`config.mk`:
```
export PLATFORM = sky130hd
export DESIGN_NAME = linear_disk_read_splitter_unit
export DESIGN_NICKNAME = d
export VERILOG_FILES = /design/src/ldrs_pkg.sv /design/src/ldrs_ctrl.sv /design/src/ldrs_dp.sv /design/src/linear_disk_read_splitter_unit.sv
export SDC_FILE = /design/constraint.sdc
export NUM_CORES = 1
export LEC_CHECK = 0
export BUFFER_PORTS_ARGS = -buffer_cell sky130_fd_sc_hd__buf_2
export CORE_MARGIN = 5
export CORE_UTILIZATION = 60
export CTS_BUF_LIST = sky130_fd_sc_hd__clkbuf_4 sky130_fd_sc_hd__clkbuf_8
export CTS_CLUSTER_SIZE = 8
export DETAILED_ROUTE_END_ITERATION = 8
export PLACE_DENSITY = 0.89
export RECOVER_POWER = 25
export SLEW_MARGIN = 20
export SYNTH_ARGS = -nofsm -noshare
export SYNTH_HDL_FRONTEND = slang
export SYNTH_HIERARCHICAL = 1
export SYNTH_SLANG_ARGS = --single-unit
```
`constraint.sdc`:
```
create_clock -name i_clk -period 7 [get_ports i_clk]
set_input_delay 0.35 -clock i_clk [delete_from_list [all_inputs] [get_ports i_clk]]
set_output_delay 0.35 -clock i_clk [all_outputs]
set_load 0.005 [all_outputs]
```
`src/ldrs_pkg.sv`:
```
// Shared types, codes and geometry constants for the linear disk read splitter.
package ldrs_pkg;

    // Geometry of the joined disk space
    localparam int BLOCK_BYTES    = 256;
    localparam int DISK_BYTES     = 65536;
    localparam int DISK_COUNT     = 16;
    localparam int MAX_READ_BYTES = 1024;
    localparam int MAX_RESULTS    = 15;
    localparam int MAX_CHUNKS     = MAX_RESULTS / 3;
    localparam int OPCODE_SHIFT   = 12;

    // Field widths
    localparam int KIND_W   = 2;
    localparam int ADDR_W   = 20;
    localparam int LEN_W    = 11;
    localparam int CMD_W    = 20;
    localparam int DISK_W   = 4;
    localparam int BLOCK_W  = 8;
    localparam int FROM_W   = 8;
    localparam int COUNT_W  = 9;
    localparam int TO_W     = 10;
    localparam int STATUS_W = 3;
    localparam int CODE_W   = 8;
    localparam int CFG_IDX_W = 3;

    localparam int OFFS_W     = $clog2(BLOCK_BYTES);
    localparam int DISK_SHIFT = $clog2(DISK_BYTES);
    localparam int CHUNK_W    = $clog2(MAX_CHUNKS);
    localparam int SUM_W      = ADDR_W + 1;
    localparam logic [SUM_W-1:0]  SPACE_BYTES = SUM_W'(DISK_BYTES * DISK_COUNT);
    localparam logic [ADDR_W-1:0] DISK_MASK   = ADDR_W'(DISK_BYTES - 1);
    localparam logic [ADDR_W-1:0] OFFS_MASK   = ADDR_W'(BLOCK_BYTES - 1);

    // Request kinds
    localparam logic [KIND_W-1:0] KIND_MOUNT   = 2'd0;
    localparam logic [KIND_W-1:0] KIND_UNMOUNT = 2'd1;
    localparam logic [KIND_W-1:0] KIND_READ    = 2'd2;

    // Status codes
    localparam logic [STATUS_W-1:0] ST_OK          = 3'd0;
    localparam logic [STATUS_W-1:0] ST_MOUNT_STATE = 3'd1;
    localparam logic [STATUS_W-1:0] ST_BEYOND_END  = 3'd2;
    localparam logic [STATUS_W-1:0] ST_TOO_LONG    = 3'd3;
    localparam logic [STATUS_W-1:0] ST_NOT_MOUNTED = 3'd4;

    // Configuration register indexes
    localparam logic [CFG_IDX_W-1:0] CFG_MOUNT      = 3'd0;
    localparam logic [CFG_IDX_W-1:0] CFG_UNMOUNT    = 3'd1;
    localparam logic [CFG_IDX_W-1:0] CFG_SEEK_DISK  = 3'd2;
    localparam logic [CFG_IDX_W-1:0] CFG_SEEK_BLOCK = 3'd3;
    localparam logic [CFG_IDX_W-1:0] CFG_READ_BLOCK = 3'd4;

    // Controller states
    typedef enum logic [2:0] {
        S_IDLE,
        S_EVAL,
        S_SINGLE,
        S_SEEK_DISK,
        S_SEEK_BLOCK,
        S_READ
    } t_state;

    // How a loaded request is handled
    typedef enum logic [1:0] {
        CLS_IGNORE,
        CLS_SINGLE,
        CLS_CHUNK
    } t_cls;

    // Controller to datapath
    typedef struct packed {
        logic load;
        logic emit_single;
        logic emit_seek_disk;
        logic emit_seek_block;
        logic emit_read;
    } t_dp_cmd;

    // Datapath to controller
    typedef struct packed {
        t_cls cls;
        logic fin;
        logic out_free;
    } t_dp_status;

endpackage

```
`src/ldrs_ctrl.sv`:
```
// Controller state machine: sequences request evaluation and result beats.
module ldrs_ctrl
    import ldrs_pkg::*;
(
    input  logic       i_clk,
    input  logic       i_rst_n,
    input  logic       i_in_valid,
    output logic       o_in_ready,
    input  t_dp_status i_status,
    output t_dp_cmd    o_cmd
);

    t_state r_state;
    t_state n_state;

    // State register
    always_ff @(posedge i_clk) begin
        if (!i_rst_n) begin
            r_state <= S_IDLE;
        end else begin
            r_state <= n_state;
        end
    end

    // Next state
    always_comb begin
        n_state = r_state;
        unique case (r_state)
            S_IDLE: begin
                if (i_in_valid) n_state = S_EVAL;
            end
            S_EVAL: begin
                unique case (i_status.cls)
                    CLS_SINGLE: n_state = S_SINGLE;
                    CLS_CHUNK:  n_state = S_SEEK_DISK;
                    default:    n_state = S_IDLE;
                endcase
            end
            S_SINGLE: begin
                if (i_status.out_free) n_state = S_IDLE;
            end
            S_SEEK_DISK: begin
                if (i_status.out_free) n_state = S_SEEK_BLOCK;
            end
            S_SEEK_BLOCK: begin
                if (i_status.out_free) n_state = S_READ;
            end
            S_READ: begin
                if (i_status.out_free) n_state = i_status.fin ? S_IDLE : S_SEEK_DISK;
            end
            default: n_state = S_IDLE;
        endcase
    end

    // Outputs; no request is taken while reset is held
    always_comb begin
        o_in_ready = 1'b0;
        o_cmd      = '0;
        unique case (r_state)
            S_IDLE: begin
                o_in_ready = i_rst_n;
                o_cmd.load = i_in_valid & i_rst_n;
            end
            S_SINGLE:     o_cmd.emit_single     = i_status.out_free;
            S_SEEK_DISK:  o_cmd.emit_seek_disk  = i_status.out_free;
            S_SEEK_BLOCK: o_cmd.emit_seek_block = i_status.out_free;
            S_READ:       o_cmd.emit_read       = i_status.out_free;
            default: ;
        endcase
    end

`ifndef SYNTH
    a_accept_eval: assert property (@(posedge i_clk) disable iff (!i_rst_n)
        (i_in_valid && o_in_ready) |=> (r_state == S_EVAL))
        else $error("accepted request did not enter evaluation");

    a_emit_onehot: assert property (@(posedge i_clk) disable iff (!i_rst_n)
        $onehot0({o_cmd.load, o_cmd.emit_single, o_cmd.emit_seek_disk,
                  o_cmd.emit_seek_block, o_cmd.emit_read}))
        else $error("more than one datapath command at once");

    a_emit_free: assert property (@(posedge i_clk) disable iff (!i_rst_n)
        (o_cmd.emit_single || o_cmd.emit_seek_disk || o_cmd.emit_seek_block ||
         o_cmd.emit_read) |-> i_status.out_free)
        else $error("result beat issued into an occupied output register");

    a_eval_once: assert property (@(posedge i_clk) disable iff (!i_rst_n)
        (r_state == S_EVAL) |=> (r_state != S_EVAL))
        else $error("evaluation lasted more than one cycle");
`endif

endmodule

```
`src/ldrs_dp.sv`:
```
// Datapath: opcode registers, mount flag, request and chunk registers, output register.
module ldrs_dp
    import ldrs_pkg::*;
(
    input  logic                  i_clk,
    input  logic                  i_rst_n,
    // configuration
    input  logic                  i_cfg_we,
    input  logic [CFG_IDX_W-1:0]  i_cfg_index,
    input  logic [CODE_W-1:0]     i_cfg_data,
    // request
    input  logic [KIND_W-1:0]     i_kind,
    input  logic [ADDR_W-1:0]     i_start,
    input  logic [LEN_W-1:0]      i_len,
    // control
    input  t_dp_cmd               i_cmd,
    output t_dp_status            o_status,
    // result
    input  logic                  i_out_ready,
    output logic                  o_out_valid,
    output logic [CMD_W-1:0]      o_cmd_word,
    output logic [DISK_W-1:0]     o_disk,
    output logic [BLOCK_W-1:0]    o_block,
    output logic [FROM_W-1:0]     o_from,
    output logic [COUNT_W-1:0]    o_count,
    output logic [TO_W-1:0]       o_to,
    output logic                  o_issue,
    output logic [STATUS_W-1:0]   o_stat,
    output logic [LEN_W-1:0]      o_retlen,
    output logic                  o_last
);

    logic [CODE_W-1:0]   r_mount_code, r_unmount_code, r_seek_disk_code;
    logic [CODE_W-1:0]   r_seek_block_code, r_read_block_code;
    logic                r_mounted;
    logic [KIND_W-1:0]   r_kind;
    logic [ADDR_W-1:0]   r_addr;
    logic [LEN_W-1:0]    r_len;
    logic [LEN_W-1:0]    r_done;
    logic [CHUNK_W-1:0]  r_chunk;

    logic                r_out_valid;
    logic [CMD_W-1:0]    r_cmd_word;
    logic [DISK_W-1:0]   r_disk;
    logic [BLOCK_W-1:0]  r_block;
    logic [FROM_W-1:0]   r_from;
    logic [COUNT_W-1:0]  r_count;
    logic [TO_W-1:0]     r_to;
    logic                r_issue;
    logic [STATUS_W-1:0] r_stat;
    logic [LEN_W-1:0]    r_retlen;
    logic                r_last;

    logic [CMD_W-1:0]    n_cmd_word;
    logic [DISK_W-1:0]   n_disk;
    logic [BLOCK_W-1:0]  n_block;
    logic [FROM_W-1:0]   n_from;
    logic [COUNT_W-1:0]  n_count;
    logic [TO_W-1:0]     n_to;
    logic                n_issue;
    logic [STATUS_W-1:0] n_stat;
    logic [LEN_W-1:0]    n_retlen;
    logic                n_last;

    logic [SUM_W-1:0]    sum_end;
    logic [CMD_W-1:0]    s_cmd;
    logic                s_issue;
    logic [STATUS_W-1:0] s_status;
    t_cls                cls;
    logic [DISK_W-1:0]   c_disk;
    logic [BLOCK_W-1:0]  c_block;
    logic [FROM_W-1:0]   c_offs;
    logic [COUNT_W-1:0]  c_span;
    logic [LEN_W-1:0]    c_rem;
    logic [COUNT_W-1:0]  c_cnt;
    logic                c_fin;
    logic                emit_any;

    // Opcode registers
    always_ff @(posedge i_clk) begin
        if (!i_rst_n) begin
            r_mount_code      <= 8'd0;
            r_unmount_code    <= 8'd1;
            r_seek_disk_code  <= 8'd2;
            r_seek_block_code <= 8'd3;
            r_read_block_code <= 8'd4;
        end else if (i_cfg_we) begin
            unique case (i_cfg_index)
                CFG_MOUNT:      r_mount_code      <= i_cfg_data;
                CFG_UNMOUNT:    r_unmount_code    <= i_cfg_data;
                CFG_SEEK_DISK:  r_seek_disk_code  <= i_cfg_data;
                CFG_SEEK_BLOCK: r_seek_block_code <= i_cfg_data;
                CFG_READ_BLOCK: r_read_block_code <= i_cfg_data;
                default: ;
            endcase
        end
    end

    // Single-result evaluation and request class
    assign sum_end = {1'b0, r_addr} + SUM_W'(r_len);

    always_comb begin
        s_cmd    = '0;
        s_issue  = 1'b0;
        s_status = ST_OK;
        cls      = CLS_IGNORE;
        unique case (r_kind)
            KIND_MOUNT: begin
                cls = CLS_SINGLE;
                if (r_mounted) begin
                    s_status = ST_MOUNT_STATE;
                end else begin
                    s_cmd   = CMD_W'(r_mount_code) << OPCODE_SHIFT;
                    s_issue = 1'b1;
                end
            end
            KIND_UNMOUNT: begin
                cls = CLS_SINGLE;
                if (!r_mounted) begin
                    s_status = ST_MOUNT_STATE;
                end else begin
                    s_cmd   = CMD_W'(r_unmount_code) << OPCODE_SHIFT;
                    s_issue = 1'b1;
                end
            end
            KIND_READ: begin
                cls = CLS_SINGLE;
                if (sum_end > SPACE_BYTES) begin
                    s_status = ST_BEYOND_END;
                end else if (r_len > LEN_W'(MAX_READ_BYTES)) begin
                    s_status = ST_TOO_LONG;
                end else if (!r_mounted) begin
                    s_status = ST_NOT_MOUNTED;
                end else if (r_len != '0) begin
                    cls = CLS_CHUNK;
                end
            end
            default: cls = CLS_IGNORE;
        endcase
    end

    // Current chunk geometry
    assign c_disk  = DISK_W'(r_addr >> DISK_SHIFT);
    assign c_block = BLOCK_W'((r_addr & DISK_MASK) >> OFFS_W);
    assign c_offs  = FROM_W'(r_addr & OFFS_MASK);
    assign c_span  = COUNT_W'(BLOCK_BYTES) - COUNT_W'(c_offs);
    assign c_rem   = r_len - r_done;
    assign c_cnt   = (c_rem < LEN_W'(c_span)) ? COUNT_W'(c_rem) : c_span;
    assign c_fin   = (c_rem <= LEN_W'(c_span)) || (r_chunk == CHUNK_W'(MAX_CHUNKS - 1));

    // Request and chunk progress registers
    always_ff @(posedge i_clk) begin
        if (i_cmd.load) begin
            r_kind  <= i_kind;
            r_addr  <= i_start;
            r_len   <= i_len;
            r_done  <= '0;
            r_chunk <= '0;
        end else if (i_cmd.emit_read) begin
            r_addr  <= r_addr + ADDR_W'(c_cnt);
            r_done  <= r_done + LEN_W'(c_cnt);
            r_chunk <= r_chunk + CHUNK_W'(1);
        end
    end

    // Mount flag
    always_ff @(posedge i_clk) begin
        if (!i_rst_n) begin
            r_mounted <= 1'b0;
        end else if (i_cmd.emit_single && s_issue) begin
            r_mounted <= (r_kind == KIND_MOUNT);
        end
    end

    // Output register
    assign emit_any = i_cmd.emit_single | i_cmd.emit_seek_disk |
                      i_cmd.emit_seek_block | i_cmd.emit_read;

    always_ff @(posedge i_clk) begin
        if (!i_rst_n) begin
            r_out_valid <= 1'b0;
        end else if (emit_any) begin
            r_out_valid <= 1'b1;
        end else if (i_out_ready) begin
            r_out_valid <= 1'b0;
        end
    end

    // Next result beat
    always_comb begin
        n_cmd_word = '0;
        n_disk     = '0;
        n_block    = '0;
        n_from     = '0;
        n_count    = '0;
        n_to       = '0;
        n_issue    = 1'b1;
        n_stat     = ST_OK;
        n_retlen   = '0;
        n_last     = 1'b0;
        if (i_cmd.emit_single) begin
            n_cmd_word = s_cmd;
            n_issue    = s_issue;
            n_stat     = s_status;
            n_last     = 1'b1;
        end else begin
            n_disk  = c_disk;
            n_block = c_block;
            if (i_cmd.emit_seek_disk) begin
                n_cmd_word = (CMD_W'(r_seek_disk_code) << OPCODE_SHIFT) |
                             CMD_W'(c_disk);
            end else if (i_cmd.emit_seek_block) begin
                n_cmd_word = (CMD_W'(r_seek_block_code) << OPCODE_SHIFT) |
                             (CMD_W'(c_block) << DISK_W);
            end else begin
                n_cmd_word = (CMD_W'(r_read_block_code) << OPCODE_SHIFT) |
                             (CMD_W'(c_block) << DISK_W) | CMD_W'(c_disk);
                n_from     = c_offs;
                n_count    = c_cnt;
                n_to       = TO_W'(r_done);
                n_retlen   = c_fin ? r_len : '0;
                n_last     = c_fin;
            end
        end
    end

    always_ff @(posedge i_clk) begin
        if (emit_any) begin
            r_cmd_word <= n_cmd_word;
            r_disk     <= n_disk;
            r_block    <= n_block;
            r_from     <= n_from;
            r_count    <= n_count;
            r_to       <= n_to;
            r_issue    <= n_issue;
            r_stat     <= n_stat;
            r_retlen   <= n_retlen;
            r_last     <= n_last;
        end
    end

    assign o_status.cls      = cls;
    assign o_status.fin      = c_fin;
    assign o_status.out_free = !r_out_valid || i_out_ready;

    assign o_out_valid = r_out_valid;
    assign o_cmd_word  = r_cmd_word;
    assign o_disk      = r_disk;
    assign o_block     = r_block;
    assign o_from      = r_from;
    assign o_count     = r_count;
    assign o_to        = r_to;
    assign o_issue     = r_issue;
    assign o_stat      = r_stat;
    assign o_retlen    = r_retlen;
    assign o_last      = r_last;

endmodule

```
`src/linear_disk_read_splitter_unit.sv`:
```
// Top level of the linear disk read splitter: ports, packing and submodule wiring.
//
// Requests enter on the s_axis channel: tuser holds the kind (mount, unmount,
// read), tdata the start address and byte length. Results leave on m_axis as
// device command beats; tlast marks the final beat of each request. Opcodes
// are set through the cfg write channel, which is ready whenever out of reset.
//
// A request is accepted only while the controller is idle. After acceptance
// the request is evaluated once. Mount, unmount, error and empty reads
// produce one beat. A read of N block-bounded chunks produces 3*N beats (at
// most 15); the sequencer emits one beat per cycle into the output register
// while it is free or being emptied. Unknown kinds produce nothing.
//
// While m_axis_tready is low the beat holds in the output register and the
// sequencer waits in place; one beat is buffered, so a new request may be
// accepted while the last beat of the previous one is still pending.
// Reset (synchronous, active low) restores default opcodes, clears the
// mounted flag and drops any pending beat; both input channels hold ready
// low while reset is asserted.
module linear_disk_read_splitter_unit
    import ldrs_pkg::*;
(
    input  logic                  i_clk,
    input  logic                  i_rst_n,
    // request channel
    input  logic                  s_axis_tvalid,
    output logic                  s_axis_tready,
    input  logic [31:0]           s_axis_tdata,  // start_address[19:0], byte_length[30:20]
    input  logic [KIND_W-1:0]     s_axis_tuser,  // kind[1:0]
    // result channel
    output logic                  m_axis_tvalid,
    input  logic                  m_axis_tready,
    output logic [71:0]           m_axis_tdata,  // command_word[19:0], disk_number[23:20],
                                                 // block_number[31:24], copy_from[39:32],
                                                 // copy_count[48:40], copy_to[58:49],
                                                 // returned_length[69:59]
    output logic [3:0]            m_axis_tuser,  // issue_command[0], status[3:1]
    output logic                  m_axis_tlast,
    // configuration write channel
    input  logic                  i_cfg_valid,
    output logic                  o_cfg_ready,
    input  logic [CFG_IDX_W-1:0]  i_cfg_index,
    input  logic [CODE_W-1:0]     i_cfg_data
);

    t_dp_cmd             dp_cmd;
    t_dp_status          dp_status;
    logic [CMD_W-1:0]    cmd_word;
    logic [DISK_W-1:0]   disk;
    logic [BLOCK_W-1:0]  block;
    logic [FROM_W-1:0]   from;
    logic [COUNT_W-1:0]  count;
    logic [TO_W-1:0]     to;
    logic                issue;
    logic [STATUS_W-1:0] stat;
    logic [LEN_W-1:0]    retlen;

    assign o_cfg_ready = i_rst_n;

    // Controller
    ldrs_ctrl u_ctrl (
        .i_clk      (i_clk),
        .i_rst_n    (i_rst_n),
        .i_in_valid (s_axis_tvalid),
        .o_in_ready (s_axis_tready),
        .i_status   (dp_status),
        .o_cmd      (dp_cmd)
    );

    // Datapath
    ldrs_dp u_dp (
        .i_clk       (i_clk),
        .i_rst_n     (i_rst_n),
        .i_cfg_we    (i_cfg_valid & o_cfg_ready),
        .i_cfg_index (i_cfg_index),
        .i_cfg_data  (i_cfg_data),
        .i_kind      (s_axis_tuser),
        .i_start     (s_axis_tdata[ADDR_W-1:0]),
        .i_len       (s_axis_tdata[ADDR_W+LEN_W-1:ADDR_W]),
        .i_cmd       (dp_cmd),
        .o_status    (dp_status),
        .i_out_ready (m_axis_tready),
        .o_out_valid (m_axis_tvalid),
        .o_cmd_word  (cmd_word),
        .o_disk      (disk),
        .o_block     (block),
        .o_from      (from),
        .o_count     (count),
        .o_to        (to),
        .o_issue     (issue),
        .o_stat      (stat),
        .o_retlen    (retlen),
        .o_last      (m_axis_tlast)
    );

    // Result packing, lowest field first
    assign m_axis_tdata = {2'b00, retlen, to, count, from, block, disk, cmd_word};
    assign m_axis_tuser = {stat, issue};

endmodule
```
==> results.py, run 1 <==
metrics = {
    "outcome": {
        "run_status": "finished clean",
    },
    "drt": {
        "drtPass1Iterations": 5,
        "wirelength_mm": 22.6,
        "viasPerCell": 6.03,
        "wl_per_cell_um": 17.7,
        "drc": 0,
        "vias": 7697,
        "drt.antenna.violating_nets": 0,
        "drtIter0Drc": 943,
    },
    "timing": {
        "finalClockSkew_ns": 0.0144,
        "period_share_pct": 85.6,
        "worst_pin_slew_ns": 1.09,
        "finalCriticalPeriod_ns": 5.99,
        "fmax_mhz": 167,
        "finalMaxSlewViolations": 0,
        "grt_setup_unrepaired": "no",
        "setup_tns_ns": 0,
        "slew_headroom_pct": 26.7,
        "setup_viol": 0,
        "hold_ws_ns": 0.0511,
        "hold_viol": 0,
    },
    "yosys": {
        "yosysSeqAreaShare_pct": 47.5,
        "syn_avg_cell_area_um2": 9.66,
        "syn_area_um2": 9320,
        "synth_cells": 964,
        "synth_seq_cells": 167,
        "ys_types": 74,
        "synth-edff-count": 108,
        "yosys_warnings": 6,
        "synthFlopType": "edfxtp_1",
        "async_flop_share_pct": 0,
    },
    "setup_path": {
        "crit_type": "reg2reg",
        "cp_max_fo": 10,
        "cp_common_cell": "ha_1",
        "slowest_delay_ns": 0.52,
        "start_kind": "flop",
        "end_kind": "flop",
        "arrival_ns": 6.22,
        "path_cells": "inv_1 -> ha_1 -> fa_1 -> nor2b_1 -> o2111ai_1 -> nand2_1 -> nor2_1 -> xnor2_1 -> ha_1 -> inv_1 -> o21ai_0 -> o22ai_1 -> and3_1 -> a21oi_1 -> ha_1 -> fa_1 -> a21o_1 -> a21oi_1 -> o21bai_1 -> a31oi_1 -> o21ai_1 -> and3_1 -> o31a_1",
        "cp_top_family": "compound AO/OA/AOI/OAI gates",
        "required_ns": 7.23,
        "cp_slowest_cell": "and3_1",
        "crit_buf_inv": 2,
    },
    "clock_network": {
        "ctsHoldBuffers": 0,
        "cts_setup_buffers": 0,
        "cts_max_level": 4,
        "cts_buffers": 17,
        "tritoncts": "yes",
        "cts.sinks": 167,
        "clock_latency_ns": 0.47,
        "cts_root_buf": "clkbuf_8",
        "clk_pin_slew_worst_paths_ns": 0.10,
        "cts_buffer_depth": 2,
        "cts_resized": 0,
    },
    "placement": {
        "gp_congestion": 0.933,
        "hpwl_mm": 16.2,
        "port_buffers": 126,
    },
    "power_and_ir_drop": {
        "p_leak_nw": 4.04,
        "fin_total_pwr_mw": 2.91,
        "peakVddDrop_mv": 0.153,
        "power.internal_mw": 1.90,
        "switching_share_pct": 34.7,
        "cellPowerDensity_nw_per_um2": 279,
        "power.switching_mw": 1.01,
        "p_comb_share_pct": 31.3,
        "pwr-share-clk_pct": 25.5,
        "seqPwrFrac_pct": 43.2,
    },
    "floorplanning": {
        "die_w_um": 135,
        "initial_utilization_pct": 61.3,
        "die_area_um2": 18100,
        "coreArea_um2": 15200,
        "die_h_um": 135,
        "num_rows": 45,
        "num_io_pins": 130,
    },
    "job": {
        "maxCapViolCount": 0,
    },
    "finish": {
        "fin_util_pct": 68.7,
        "drive_above_1_share_pct": 14.8,
        "final_cell_mix": "nand2_1, edfxtp_1, buf_2",
        "synthToLayoutAreaGrowth_pct": 12.1,
        "finalNetCount": 1182,
        "final_common_cell": "nand2_1",
        "n_antenna_cell": 0,
        "n_fill_cell": 1115,
    },
    "global_route": {
        "grt_pass1_vias": 7421,
        "grt_usage_pct": 25.4,
        "antenna_found_initial": 0,
        "grt_max_degree": 76,
        "grt_overflow": 0,
        "grt_pass1_wl_mm": 36.7,
    },
    "hold_path": {
        "hp-class": "in2reg",
    },
}
## routing by layer
layer | vias up | GRT usage (%) | share of wire, %
met1 | 3581 | 32.8 | 41
met2 | 388 | 41.3 | 47
li1 | 3658 | - | -
met5 | - | 0 | 0
met4 | 0 | 11.9 | 3.6
met3 | 70 | 5.37 | 8.4
## through the flow
step           std cells  setup slack, ns  cell area (um2)
2_1_floorplan        965             2.00             9320
3_3_place_gp        1245             1.30            10000
3_5_place_dp        1245             1.18            10000
4_1_cts             1277             1.15            10500
5_1_grt             1277            0.748            10400
6_report            1277             1.01            10400
## flip-flops by register name, indices dropped and copies added (netlist names), 9 cells and up
name	flops
u_dp/o_cmd_word	20
u_dp/r_addr	20
u_dp/o_count	9
u_dp/r_len	11
u_dp/r_done	11
u_dp/o_retlen	11
u_dp/o_to	10
## power groups by stage
| stage | Combinational, mW | Sequential (mW) | Clock (mW) |
|---|---|---|---|
| final | 0.912 | 1.26 | 0.744 |
| after global routing | 1.01 | 1.27 | 0.792 |
| after CTS | 0.903 | 1.26 | 0.754 |
| after detailed placement | 0.891 | 1.28 | 0 |
| after global placement | 0.866 | 1.27 | 0 |
| after floorplan | 0.662 | 1.27 | 0 |
## synth_stat cells (all sizes together) (11+ instances only)
cell | n | area share [%]
o22ai | 11 | 0.74
clkbuf | 27 | 1.1
nor3 | 16 | 0.86
ha | 52 | 7.0
o21ai | 33 | 1.8
nand2 | 157 | 6.4
and3 | 11 | 0.74
xor2 | 14 | 1.3
nand2b | 14 | 0.94
a21oi | 88 | 4.8
buf | 14 | 1.2
nand3 | 19 | 1.0
nor2b | 24 | 1.7
o21a | 12 | 0.97
inv | 47 | 1.9
and2 | 25 | 1.7
nor2 | 67 | 2.7
a21o | 11 | 0.89
edfxtp | 108 | 35
xnor2 | 21 | 2.0
dfxtp | 59 | 13
mux2i | 23 | 2.5
mux2 | 11 | 1.3
## worst reg2reg max path: cells and delay by family (launching register included)
kind	cells	cell delay, ns
adders and majority gates	5	1.65
AOI/OAI and AO/OA	10	2.08
and+or+nand+nor	5	1.13
xor gates and xnor gates	1	0.34
buffers and inverters	2	0.16
DFF	1	0.41
## cell type report
cell class	count	area (um2)	share of cell area, %
clock buffers	17	234	2.24
clock inverters	15	203	1.94
inverters	48	180	1.72
multi-input cells	709	4520	43.3
flip-flops and latches	167	4420	42.4
well taps	188	235	2.25
repair buffers	133	648	6.20
## final timing paths
path | from | endpoint | slack (ns) | cells after the start
min reg2reg | u_dp/r_read_block_code[4]$_SDFFE_PN0P_ | u_dp/r_read_block_code[4]$_SDFFE_PN0P_ | 0.46 | 2
max reg2reg | u_dp/r_len[0]$_DFFE_PP_ | u_dp/r_addr[18]$_DFFE_PP_ | 1.01 | 23
min | s_axis_tdata[28] | u_dp/r_len[8]$_DFFE_PP_ | 0.05 | 1
max | u_dp/r_len[0]$_DFFE_PP_ | u_dp/r_addr[18]$_DFFE_PP_ | 1.01 | 23
## kinds of logic (layout without fill, tap and decap cells)
logic type	count (synthesis)	count (layout)	synth area share, %
and+or+nand+nor	366	366	18.6
AOI/OAI and AO/OA	216	216	14.7
DFF	167	167	47.5
buffers and inverters	89	213	4.23
adders and majority gates	56	56	7.84
xor gates and xnor gates	35	35	3.29
muxes	34	34	3.80
other	1	2	0.0403
Note: power is estimated with default switching activity, not from simulation.
==> run 2: changes to the inputs <==
- CORE_MARGIN: 5 -> default
==> results.py, run 2 (same netlist as run 1, synthesis figures left out) <==
metrics = {
    "finish": {
        "finalNetCount": 1182,
        "fin_area_um2": 10400,
        "synthToLayoutAreaGrowth_pct": 11.9,
        "stdcell_count": 1278,
        "drive_above_1_share_pct": 15.2,
        "fin_util_pct": 68.6,
        "final_cell_mix": "nand2_1, edfxtp_1, buf_2",
        "final_common_cell": "nand2_1",
        "n_fill_cell": 1118,
    },
    "clock_network": {
        "cts_buffer_depth": 2,
        "clk_pin_slew_worst_paths_ns": 0.10,
        "cts_setup_buffers": 0,
        "cts_root_buf": "clkbuf_8",
        "ctsHoldBuffers": 0,
        "cts_max_level": 4,
        "tritoncts": "yes",
        "cts.sinks": 167,
        "clock_latency_ns": 0.47,
        "cts_resized": 0,
        "cts_buffers": 17,
    },
    "hold_path": {
        "worstHoldStart": "s_axis_tuser[1]",
        "hp-class": "in2reg",
        "whs_path_depth": 1,
        "hold_end": "u_dp/r_kind[1]$_DFFE_PP_",
    },
    "placement": {
        "dpl_cell_area_um2": 10000,
        "dp.cells": 1245,
        "post-place-ws_ns": 0.962,
        "hpwl_mm": 15.8,
        "port_buffers": 126,
        "gp_congestion": 0.951,
    },
    "floorplanning": {
        "num_io_pins": 130,
        "coreArea_um2": 15200,
        "initial_utilization_pct": 61.3,
        "die_area_um2": 16000,
        "die_w_um": 127,
        "die_h_um": 127,
        "num_rows": 45,
    },
    "setup_path": {
        "rr_startpoint": "u_dp/r_len[0]$_DFFE_PP_",
        "end_kind": "flop",
        "cp_max_fo": 12,
        "reg2reg_to": "u_dp/r_addr[14]$_DFFE_PP_",
        "reg2regPathDepth": 22,
        "crit_type": "reg2reg",
        "required_ns": 7.24,
        "reg2reg_slack_ns": 0.75,
        "start_kind": "flop",
        "arrival_ns": 6.49,
    },
    "drt": {
        "wl_per_cell_um": 17.3,
        "vias": 7766,
        "drtIter0Drc": 763,
        "viasPerCell": 6.08,
        "wirelength_mm": 22.1,
        "drtPass1Iterations": 7,
        "drt.antenna.violating_nets": 0,
        "drc": 0,
    },
    "power_and_ir_drop": {
        "fin_total_pwr_mw": 2.87,
        "peakVddDrop_mv": 0.148,
        "p_leak_nw": 4.05,
        "cellPowerDensity_nw_per_um2": 276,
    },
    "timing": {
        "finalCriticalPeriod_ns": 6.25,
        "period_share_pct": 89.3,
        "hold_viol": 0,
        "fmax_mhz": 160,
        "setup_viol": 0,
        "hold_ws_ns": 0.0549,
        "finalClockSkew_ns": 0.0146,
        "setup_tns_ns": 0,
        "grt_setup_unrepaired": "no",
        "setup_slack_ns": 0.750,
        "slew_headroom_pct": 27.5,
        "worst_pin_slew_ns": 1.08,
        "finalMaxSlewViolations": 0,
    },
    "global_route": {
        "grt_pass1_wl_mm": 34.8,
        "grt_usage_pct": 28.1,
        "grt_overflow": 0,
        "grt_pass1_vias": 7186,
        "antenna_found_initial": 1,
        "grt_max_degree": 76,
    },
    "outcome": {
        "run_status": "finished clean",
    },
    "job": {
        "maxCapViolCount": 0,
    },
}
## run 2: report_power, final
group | internal (mW) | switching [mW]
clock | 0.314 | 0.389
combinational | 0.370 | 0.540
sequential | 1.19 | 0.0667
## run 2: critical path: stages (launching register included)
cell	delay, ns
edfxtp_1	0.40
inv_1	0.09
ha_1	0.23
fa_1	0.40
nor2b_1	0.19
o2111ai_1	0.15
nand3_1	0.16
nand2_1	0.09
xnor2_1	0.31
ha_1	0.31
o21a_1	0.11
o22ai_1	0.27
and3_1	0.63
buf_4	0.30
mux2i_1	0.45
fa_1	0.30
a21o_1	0.13
a21oi_1	0.09
o21bai_1	0.20
a31oi_1	0.18
o21ai_1	0.54
a21boi_0	0.19
o31a_1	0.30
## run 2: metal layers
metal  track usage, %  part of all wire (%)  vias up
met5                0                 0.045        -
met4             16.2                   3.5        2
met3             4.64                   8.4       64
met2             45.3                    48      406
met1             36.0                    40     3642
li1                 -                     -     3652
## run 2: how the worst max path moves through the flow
stage,start,endpoint,slack (ns)
2_1_floorplan,u_dp/r_len[0]$_DFFE_PP_,u_dp/r_addr[18]$_DFFE_PP_,2.00
3_3_place_gp,u_dp/r_len[0]$_DFFE_PP_,u_dp/r_addr[14]$_DFFE_PP_,1.16
3_5_place_dp,u_dp/r_len[0]$_DFFE_PP_,u_dp/r_addr[14]$_DFFE_PP_,0.96
4_1_cts,u_dp/r_len[0]$_DFFE_PP_,u_dp/r_addr[14]$_DFFE_PP_,0.91
5_1_grt,u_dp/r_len[0]$_DFFE_PP_,u_dp/r_addr[14]$_DFFE_PP_,0.37
6_report,u_dp/r_len[0]$_DFFE_PP_,u_dp/r_addr[14]$_DFFE_PP_,0.75
## run 2: layout make-up
cell class              count  area (um2)  share of cell area (%)
flip-flops and latches    167        4420                    42.5
well taps                 188         235                    2.26
inverters                  48         180                    1.73
clock buffers              19         255                    2.45
diodes                      1        2.50                  0.0240
multi-input cells         709        4520                    43.3
repair buffers            133         654                    6.28
clock inverters            13         153                    1.46
